### src/rtl/round_robin_time_slice_scheduler_defines.svh
// assertion macros for the round-robin time-slice scheduler
// depends on nothing; expects clk and arst_n in the scope of each use
`ifndef ROUND_ROBIN_TIME_SLICE_SCHEDULER_DEFINES_SVH
`define ROUND_ROBIN_TIME_SLICE_SCHEDULER_DEFINES_SVH

`ifndef NO_ASSERTIONS

// same-cycle implication, checked out of reset
`define RRTS_ASSERT(lbl, ante, cons) \
	lbl: assert property (@(posedge clk) disable iff (!arst_n) (ante) |-> (cons)) \
		else $error("scheduler assertion failed");

// next-cycle implication, checked out of reset
`define RRTS_ASSERT_NEXT(lbl, ante, cons) \
	lbl: assert property (@(posedge clk) disable iff (!arst_n) (ante) |=> (cons)) \
		else $error("scheduler assertion failed");

`else

`define RRTS_ASSERT(lbl, ante, cons)
`define RRTS_ASSERT_NEXT(lbl, ante, cons)

`endif

`endif

### src/rtl/rrts_pkg.sv
// shared types and constants of the round-robin time-slice scheduler
// depends on nothing
package rrts_pkg;

	localparam int MAX_JOBS_DEFAULT = 64;
	localparam int ID_W             = 6;
	localparam int BURST_W          = 16;
	localparam int QUANTUM_W        = 8;
	localparam logic [QUANTUM_W-1:0] QUANTUM_RESET = 8'd4;

	// request codes
	localparam logic REQ_ARRIVAL = 1'b0;
	localparam logic REQ_TICK    = 1'b1;

	// one queue slot as kept in memory
	typedef struct packed {
		logic [ID_W-1:0]    job_id;
		logic [BURST_W-1:0] burst;
	} slot_t;

	localparam int SLOT_W = $bits(slot_t);

	// result of one tick
	typedef struct packed {
		logic            ran;
		logic [ID_W-1:0] running_job;
		logic            job_finished;
		logic            job_preempted;
	} result_t;

	typedef enum logic [1:0] {
		ST_IDLE = 2'b01,
		ST_TICK = 2'b10
	} state_t;

endpackage

### src/rtl/rrts_ram.sv
// generic single-write, single-read ram with registered read data
// depends on nothing
module rrts_ram #(
	parameter int WIDTH = 8,
	parameter int DEPTH = 64
) (
	input  logic                     clk,
	input  logic                     we,
	input  logic [$clog2(DEPTH)-1:0] waddr,
	input  logic [WIDTH-1:0]         wdata,
	input  logic                     re,
	input  logic [$clog2(DEPTH)-1:0] raddr,
	output logic [WIDTH-1:0]         rdata
);

	logic [WIDTH-1:0] mem [DEPTH];

	always_ff @(posedge clk) begin
		if (we) begin
			mem[waddr] <= wdata;
		end
		if (re) begin
			rdata <= mem[raddr];
		end
	end

endmodule

### src/rtl/rrts_core.sv
// queue control of the scheduler: head, tail, count, slice counter, slot ram access
// depends on rrts_pkg and the assertion macro header
`include "round_robin_time_slice_scheduler_defines.svh"

module rrts_core import rrts_pkg::*; #(
	parameter int MAX_JOBS = MAX_JOBS_DEFAULT
) (
	input  logic                        clk,
	input  logic                        arst_n,
	input  logic                        in_valid,
	output logic                        in_ready,
	input  logic                        req_type,
	input  logic [ID_W-1:0]             job_id,
	input  logic [BURST_W-1:0]          burst_length,
	input  logic [QUANTUM_W-1:0]        time_quantum,
	output logic                        res_valid,
	input  logic                        res_ready,
	output result_t                     res,
	output logic                        ram_we,
	output logic [$clog2(MAX_JOBS)-1:0] ram_waddr,
	output slot_t                       ram_wdata,
	output logic                        ram_re,
	output logic [$clog2(MAX_JOBS)-1:0] ram_raddr,
	input  slot_t                       ram_rdata
);

	localparam int AW    = $clog2(MAX_JOBS);
	localparam int CNT_W = $clog2(MAX_JOBS + 1);
	localparam logic [AW-1:0]    LAST_SLOT = AW'(MAX_JOBS - 1);
	localparam logic [CNT_W-1:0] FULL_CNT  = CNT_W'(MAX_JOBS);

	state_t                 state_q;
	logic [AW-1:0]          head_q;
	logic [AW-1:0]          tail_q;
	logic [CNT_W-1:0]       count_q;
	logic [QUANTUM_W-1:0]   slice_q;

	logic                   accept;
	logic                   do_arrival;
	logic                   do_tick;
	logic                   finish_tick;
	logic                   busy;
	logic [BURST_W-1:0]     left;
	logic [QUANTUM_W-1:0]   slice_dec;
	logic [QUANTUM_W-1:0]   full_slice;
	logic                   is_done;
	logic                   is_preempt;
	logic [AW-1:0]          head_nxt;
	logic [AW-1:0]          tail_nxt;

	function automatic logic [AW-1:0] next_slot(input logic [AW-1:0] idx);
		return (idx == LAST_SLOT) ? '0 : idx + 1'b1;
	endfunction

	assign in_ready   = (state_q == ST_IDLE);
	assign accept     = in_valid && in_ready;
	assign do_arrival = accept && (req_type == REQ_ARRIVAL) && (burst_length != '0)
		&& (count_q < FULL_CNT);
	assign do_tick    = accept && (req_type == REQ_TICK);

	assign res_valid   = (state_q == ST_TICK);
	assign finish_tick = res_valid && res_ready;
	assign busy        = (count_q != '0);

	assign left       = (ram_rdata.burst != '0) ? ram_rdata.burst - 1'b1 : '0;
	assign slice_dec  = (slice_q != '0) ? slice_q - 1'b1 : '0;
	assign full_slice = (time_quantum == '0) ? QUANTUM_W'(1) : time_quantum;
	assign is_done    = busy && (left == '0);
	assign is_preempt = busy && !is_done && (slice_dec == '0);
	assign head_nxt   = next_slot(head_q);
	assign tail_nxt   = next_slot(tail_q);

	always_comb begin
		res.ran           = busy;
		res.running_job   = busy ? ram_rdata.job_id : '0;
		res.job_finished  = is_done;
		res.job_preempted = is_preempt;
	end

	// head read on tick accept; write on arrival or tick write-back
	assign ram_re    = do_tick;
	assign ram_raddr = head_q;

	always_comb begin
		ram_we           = 1'b0;
		ram_waddr        = tail_q;
		ram_wdata.job_id = job_id;
		ram_wdata.burst  = burst_length;
		if (do_arrival) begin
			ram_we = 1'b1;
		end else if (finish_tick && busy && !is_done) begin
			ram_we           = 1'b1;
			ram_waddr        = is_preempt ? tail_q : head_q;
			ram_wdata.job_id = ram_rdata.job_id;
			ram_wdata.burst  = left;
		end
	end

	always_ff @(posedge clk or negedge arst_n) begin
		if (!arst_n) begin
			state_q <= ST_IDLE;
			head_q  <= '0;
			tail_q  <= '0;
			count_q <= '0;
			slice_q <= QUANTUM_RESET;
		end else begin
			case (state_q)
				ST_IDLE: begin
					if (do_arrival) begin
						tail_q  <= tail_nxt;
						count_q <= count_q + 1'b1;
					end
					if (do_tick) begin
						state_q <= ST_TICK;
					end
				end
				ST_TICK: begin
					if (finish_tick) begin
						state_q <= ST_IDLE;
						if (is_done) begin
							head_q  <= head_nxt;
							count_q <= count_q - 1'b1;
							slice_q <= full_slice;
						end else if (is_preempt) begin
							head_q  <= head_nxt;
							tail_q  <= tail_nxt;
							slice_q <= full_slice;
						end else if (busy) begin
							slice_q <= slice_dec;
						end
					end
				end
				default: begin
					state_q <= ST_IDLE;
				end
			endcase
		end
	end

	`RRTS_ASSERT(a_count_bound, 1'b1, count_q <= FULL_CNT)
	`RRTS_ASSERT(a_ptr_meet, (count_q == '0) || (count_q == FULL_CNT), head_q == tail_q)
	`RRTS_ASSERT(a_no_rw_overlap, ram_re, !ram_we)
	`RRTS_ASSERT_NEXT(a_tick_done, finish_tick, state_q == ST_IDLE)

endmodule

### src/rtl/round_robin_time_slice_scheduler.sv
// Round-robin time-slice scheduler. An arrival item (req_type 0) appends a job id and its
// burst length to a circular ready queue held in one slot ram; a zero burst or a full
// queue drops it. A tick item (req_type 1) runs the head job for one unit and returns one
// result: ran, running_job, and whether the job finished (retired) or was preempted (its
// slice ran out and it moved to the tail). An empty queue gives an idle result, all zero.
// An arrival gives no result. A tick reads the head slot (registered), then updates and
// writes it back once the output register takes the result. Results sit in an output
// register, so new items are taken while a result waits downstream. time_quantum (reset
// 4, zero acts as one) must be written through the cfg port while idle (the block does
// not enforce this) and takes effect at the next slice reload. No clearing pass is needed
// after reset. Depends on rrts_pkg, rrts_ram, rrts_core and the assertion macro header.
`include "round_robin_time_slice_scheduler_defines.svh"

module round_robin_time_slice_scheduler import rrts_pkg::*; #(
	parameter int MAX_JOBS = MAX_JOBS_DEFAULT
) (
	input  logic                 clk,
	input  logic                 arst_n,
	// item input
	input  logic                 in_valid,
	output logic                 in_ready,
	input  logic                 req_type,
	input  logic [ID_W-1:0]      job_id,
	input  logic [BURST_W-1:0]   burst_length,
	// quantum register write
	input  logic                 cfg_valid,
	output logic                 cfg_ready,
	input  logic [QUANTUM_W-1:0] cfg_data,
	// tick results
	output logic                 out_valid,
	input  logic                 out_ready,
	output logic                 ran,
	output logic [ID_W-1:0]      running_job,
	output logic                 job_finished,
	output logic                 job_preempted
);

	localparam int AW = $clog2(MAX_JOBS);

	logic [QUANTUM_W-1:0] quantum_q;
	logic                 out_valid_q;
	result_t              out_q;

	// core to output register
	logic                 res_valid;
	logic                 res_ready;
	result_t              res;

	// slot ram connections
	logic                 ram_we;
	logic [AW-1:0]        ram_waddr;
	logic [SLOT_W-1:0]    ram_wdata;
	logic                 ram_re;
	logic [AW-1:0]        ram_raddr;
	logic [SLOT_W-1:0]    ram_rdata;

	// register write always taken
	assign cfg_ready = 1'b1;

	always_ff @(posedge clk or negedge arst_n) begin
		if (!arst_n) begin
			quantum_q <= QUANTUM_RESET;
		end else if (cfg_valid && cfg_ready) begin
			quantum_q <= cfg_data;
		end
	end

	// output register frees up when empty or when its item is taken this cycle
	assign res_ready = !out_valid_q || out_ready;

	always_ff @(posedge clk or negedge arst_n) begin
		if (!arst_n) begin
			out_valid_q <= 1'b0;
		end else if (res_valid && res_ready) begin
			out_valid_q <= 1'b1;
		end else if (out_ready) begin
			out_valid_q <= 1'b0;
		end
	end

	// payload needs no reset
	always_ff @(posedge clk) begin
		if (res_valid && res_ready) begin
			out_q <= res;
		end
	end

	assign out_valid     = out_valid_q;
	assign ran           = out_q.ran;
	assign running_job   = out_q.running_job;
	assign job_finished  = out_q.job_finished;
	assign job_preempted = out_q.job_preempted;

	// job id and remaining burst, one slot per queue position
	rrts_ram #(
		.WIDTH(SLOT_W),
		.DEPTH(MAX_JOBS)
	) u_slot_ram (
		.clk  (clk),
		.we   (ram_we),
		.waddr(ram_waddr),
		.wdata(ram_wdata),
		.re   (ram_re),
		.raddr(ram_raddr),
		.rdata(ram_rdata)
	);

	rrts_core #(
		.MAX_JOBS(MAX_JOBS)
	) u_core (
		.clk         (clk),
		.arst_n      (arst_n),
		.in_valid    (in_valid),
		.in_ready    (in_ready),
		.req_type    (req_type),
		.job_id      (job_id),
		.burst_length(burst_length),
		.time_quantum(quantum_q),
		.res_valid   (res_valid),
		.res_ready   (res_ready),
		.res         (res),
		.ram_we      (ram_we),
		.ram_waddr   (ram_waddr),
		.ram_wdata   (ram_wdata),
		.ram_re      (ram_re),
		.ram_raddr   (ram_raddr),
		.ram_rdata   (ram_rdata)
	);

	// a job either retires or rotates, never both, and idle results carry nothing
	`RRTS_ASSERT(a_one_outcome, out_valid_q, !(out_q.job_finished && out_q.job_preempted))
	`RRTS_ASSERT(a_idle_clean, out_valid_q && !out_q.ran,
		!out_q.job_finished && !out_q.job_preempted)

endmodule
### config.mk
export PLATFORM = sky130hd
export DESIGN_NAME = round_robin_time_slice_scheduler
export DESIGN_NICKNAME = d
export VERILOG_FILES = /design/src/rtl/rrts_pkg.sv /design/src/rtl/rrts_ram.sv /design/src/rtl/rrts_core.sv /design/src/rtl/round_robin_time_slice_scheduler.sv
export VERILOG_INCLUDE_DIRS = /design/src /design/src/rtl
export SDC_FILE = /design/constraint.sdc
export NUM_CORES = 2
export LEC_CHECK = 0
export BUFFER_PORTS_ARGS = -buffer_cell sky130_fd_sc_hd__buf_2
export CAP_MARGIN = 20
export CORE_MARGIN = 4
export CORE_UTILIZATION = 37
export CTS_CLUSTER_DIAMETER = 120
export CTS_CLUSTER_SIZE = 16
export DETAILED_ROUTE_END_ITERATION = 12
export HOLD_SLACK_MARGIN = 0.02
export PLACE_DENSITY = 0.59
export SLEW_MARGIN = 20
export SYNTH_ARGS = -nofsm -noshare
export SYNTH_HDL_FRONTEND = slang
export SYNTH_SLANG_ARGS = --single-unit
### constraint.sdc
create_clock -name clk -period 16.3 [get_ports clk]
set_clock_uncertainty 0.05 [all_clocks]
set_input_delay 1.63 -clock clk [delete_from_list [all_inputs] [get_ports clk]]
set_output_delay 1.63 -clock clk [all_outputs]
set_load 0.005 [all_outputs]
==> flow_metrics.tcl <==
set metrics [dict create \
    grt_pass1_vias 27210 \
    p_per_area_nw_per_um2 118.4 \
    dr_total_vias 27380 \
    cts-resized-gates 0 \
    yosysTopAreaCellShare 0.7445 \
    grt_max_degree 156 \
    core-area_um2 156000 \
    wl_per_cell_um 31.70 \
    syn_area_per_cell_um2 23.10 \
    reg2reg_to "u_slot_ram.mem[26][4]" \
    finalMaxSlewViolations 0 \
    htreeDepth 3 \
    min_to "quantum_q[0]" \
    cts_buffers 102 \
    reg2reg_from "u_slot_ram.rdata[0]" \
    status "finished, final reports clean" \
    hold_viol 0 \
    total_power_w 0.007653 \
    max_freq_ghz 0.1896 \
    maxCapViolations 0 \
    area_growth_pct 11.41 \
    cts_root_buf "clkbuf_16" \
    yosys-top-cells-area "edfxtp_1 (74%), mux4_2 (18%), dfrtp_1 (1.5%)" \
    cts_sinks 1477 \
    drt-initial-drc-count 3564 \
    setup_tns_ns 0 \
    hpwl_mm 92.31 \
    drtAntennaViolNets 0 \
    ioPinCount 48 \
    ys_types 77 \
    grt_pass1_wl_mm 213.0 \
    die-height_um 404.1 \
    cts_tree "yes" \
    tightestPinTransition_ns 1.033 \
    synth-async-reset-ratio 0.02573 \
    arrival_ns 5.64 \
    p_leak_nw 18.89 \
    hp-start "quantum_q[0]" \
    synth_commonest_cells "edfxtp_1 (1439), mux4_2 (462), clkbuf_1 (87)" \
    yosys_warnings 0 \
    crit_start "out_ready" \
    rr_worst_depth 11 \
    regToRegSetupSlack_ns 11.07 \
    via_per_inst 5.790 \
    wirelength_mm 149.9 \
    track_usage 0.1829 \
    crit_fanout 52 \
    synth-edff-count 1439 \
    cp-start-kind "primary input" \
    rsz0062_at_grt "false" \
    ctsLongestPathBuffers 3 \
    gp_congestion 0.9067 \
    clock_latency_ns 0.72 \
    portBuffers 46 \
    ys_seq_area_frac 0.7610 \
    critPathRequiredTime_ns 16.66 \
    drive_gt1_frac 0.3278 \
    fin_nets 2686 \
    netlist_instances 2512 \
    placementRows 145 \
    overflow 0 \
    drc_errors 0 \
    hp-class "reg2reg" \
    ctsHoldBuffers 0 \
    syn_area_um2 58040 \
    endpoint_kind "flop" \
    ys_seq_elements 1477 \
    ir_drop_mv 0.07903 \
    setup_violations 0 \
    final_util 0.4144 \
    hold_depth 1 \
    finalCritPeriodShare 0.3236 \
    yosys.area.top_type "edfxtp_1" \
    die_area_um2 163300 \
    slew_headroom 0.2968 \
    first_pass_iters 5 \
    ys.flop_type "edfxtp_1" \
    clk_pin_slew_worst_paths_ns 0.08 \
    post-cts-setup-buffers 0 \
    layout_min_cycle_time_ns 5.275 \
    die_w_um 404.1 \
    antenna_found_initial 13 \
    crit_type "in2reg" \
    synth_fp_nets 2560 \
    initial_core_util 0.3720 \
    synth_most_common_cell "edfxtp_1" \
]
-- metal layers --
layer  routed length [um]  global-route usage  vias to the layer above
met5                   13                   0                        -
met4                 4400             0.04875                        2
met3                11130             0.02840                      174
met2                73040              0.2950                     1259
met1                61330              0.2616                    14970
li1                     -                   -                    10970
-- where the power goes --
| group | switching (W) | total, W | internal (W) |
|---|---|---|---|
| Combinational | 0.000603 | 0.000772 | 0.000169 |
| Sequential | 0.0000576 | 0.00448 | 0.00443 |
| Clock | 0.00120 | 0.00240 | 0.00119 |
| Total | 0.00186 | 0.00765 | 0.00579 |
-- worst max-delay path by stage --
stage,endpoint,slack [ns],cells after the start
after floorplan,u_slot_ram.mem[0][2],9.61,9
after global placement,u_slot_ram.rdata[4],10.54,6
after detailed placement,u_slot_ram.rdata[4],10.48,6
after CTS,u_slot_ram.rdata[7],10.48,6
after global routing,u_slot_ram.mem[30][4],10.83,11
final,u_slot_ram.mem[24][5],11.02,10
-- cells in the final DEF (no fill, tap or decap), drive strengths merged, types with 6 or more instances in the layout --
| master | instances |
|---|---|
| clkbuf | 128 |
| nor2 | 35 |
| and2 | 7 |
| buf | 161 |
| nand4 | 7 |
| xnor2 | 14 |
| mux2 | 24 |
| o211ai | 8 |
| ha | 11 |
| nor3b | 10 |
| o21ai | 16 |
| dfrtp | 35 |
| a2111oi | 8 |
| a21oi | 17 |
| nand2 | 50 |
| nor4 | 12 |
| a21o | 6 |
| or3 | 10 |
| mux4 | 462 |
| mux2i | 13 |
| nor3 | 76 |
| edfxtp | 1439 |
| inv | 21 |
| o31ai | 17 |
-- area by class of cell --
cell class	instances	area [um^2]
fill	13290	91370
sequential	1477	44180
multi-input combinational	876	13810
clock buffer	128	2756
tap	2058	2575
timing repair buffer	161	1179
inverter	20	75.07
clock inverter	4	71.32
antenna	5	12.51
-- through the flow --
stage                     setup WS (ns)  std cells  instance area (um^2)  hold WS, ns
after detailed placement          10.48       4590                 61760       0.4604
after global placement            10.54       4588                 61730       0.4524
final                             11.02       4729                 64660       0.4801
after CTS                         10.48       4722                 64590       0.4782
after floorplan                   9.610       2512                 58040       0.4316
after global routing              10.83       4725                 64650       0.4884
-- cell families (layout without fill, tap and decap cells) --
family                     after synthesis  count (layout)  share of synthesized area
AOI/OAI and AO/OA                      102             102                    0.01341
buffers and inverters                  159             313                    0.01123
DFF                                   1477            1477                     0.7610
adders and majority gates               12              12                   0.002716
muxes                                  499             499                     0.1862
and+or+nand+nor                        243             243                    0.02238
xor gates and xnor gates                19              19                   0.002997
other                                    1               6                 0.00006461
-- worst max-delay path, cell delays in order --
cell	delay, ns
buf_2	0.07
nand2b_1	0.16
nand2_1	0.13
inv_1	0.48
nand2_1	0.60
a221o_2	0.48
buf_4	0.33
a211oi_1	0.75
a21o_2	0.33
buf_4	0.52
-- state kept, by name (all words and copies together) (netlist names), 2 cells and up --
| signal | flops |
|---|---|
| quantum_q | 8 |
| running_job | 6 |
| u_core.count_q | 7 |
| u_core.ram_raddr | 6 |
| u_core.slice_q | 8 |
| u_core.state_q | 2 |
| u_core.tail_q | 6 |
| u_slot_ram.mem | 1408 |
| u_slot_ram.rdata | 22 |
(Power assumes the default switching activity.)
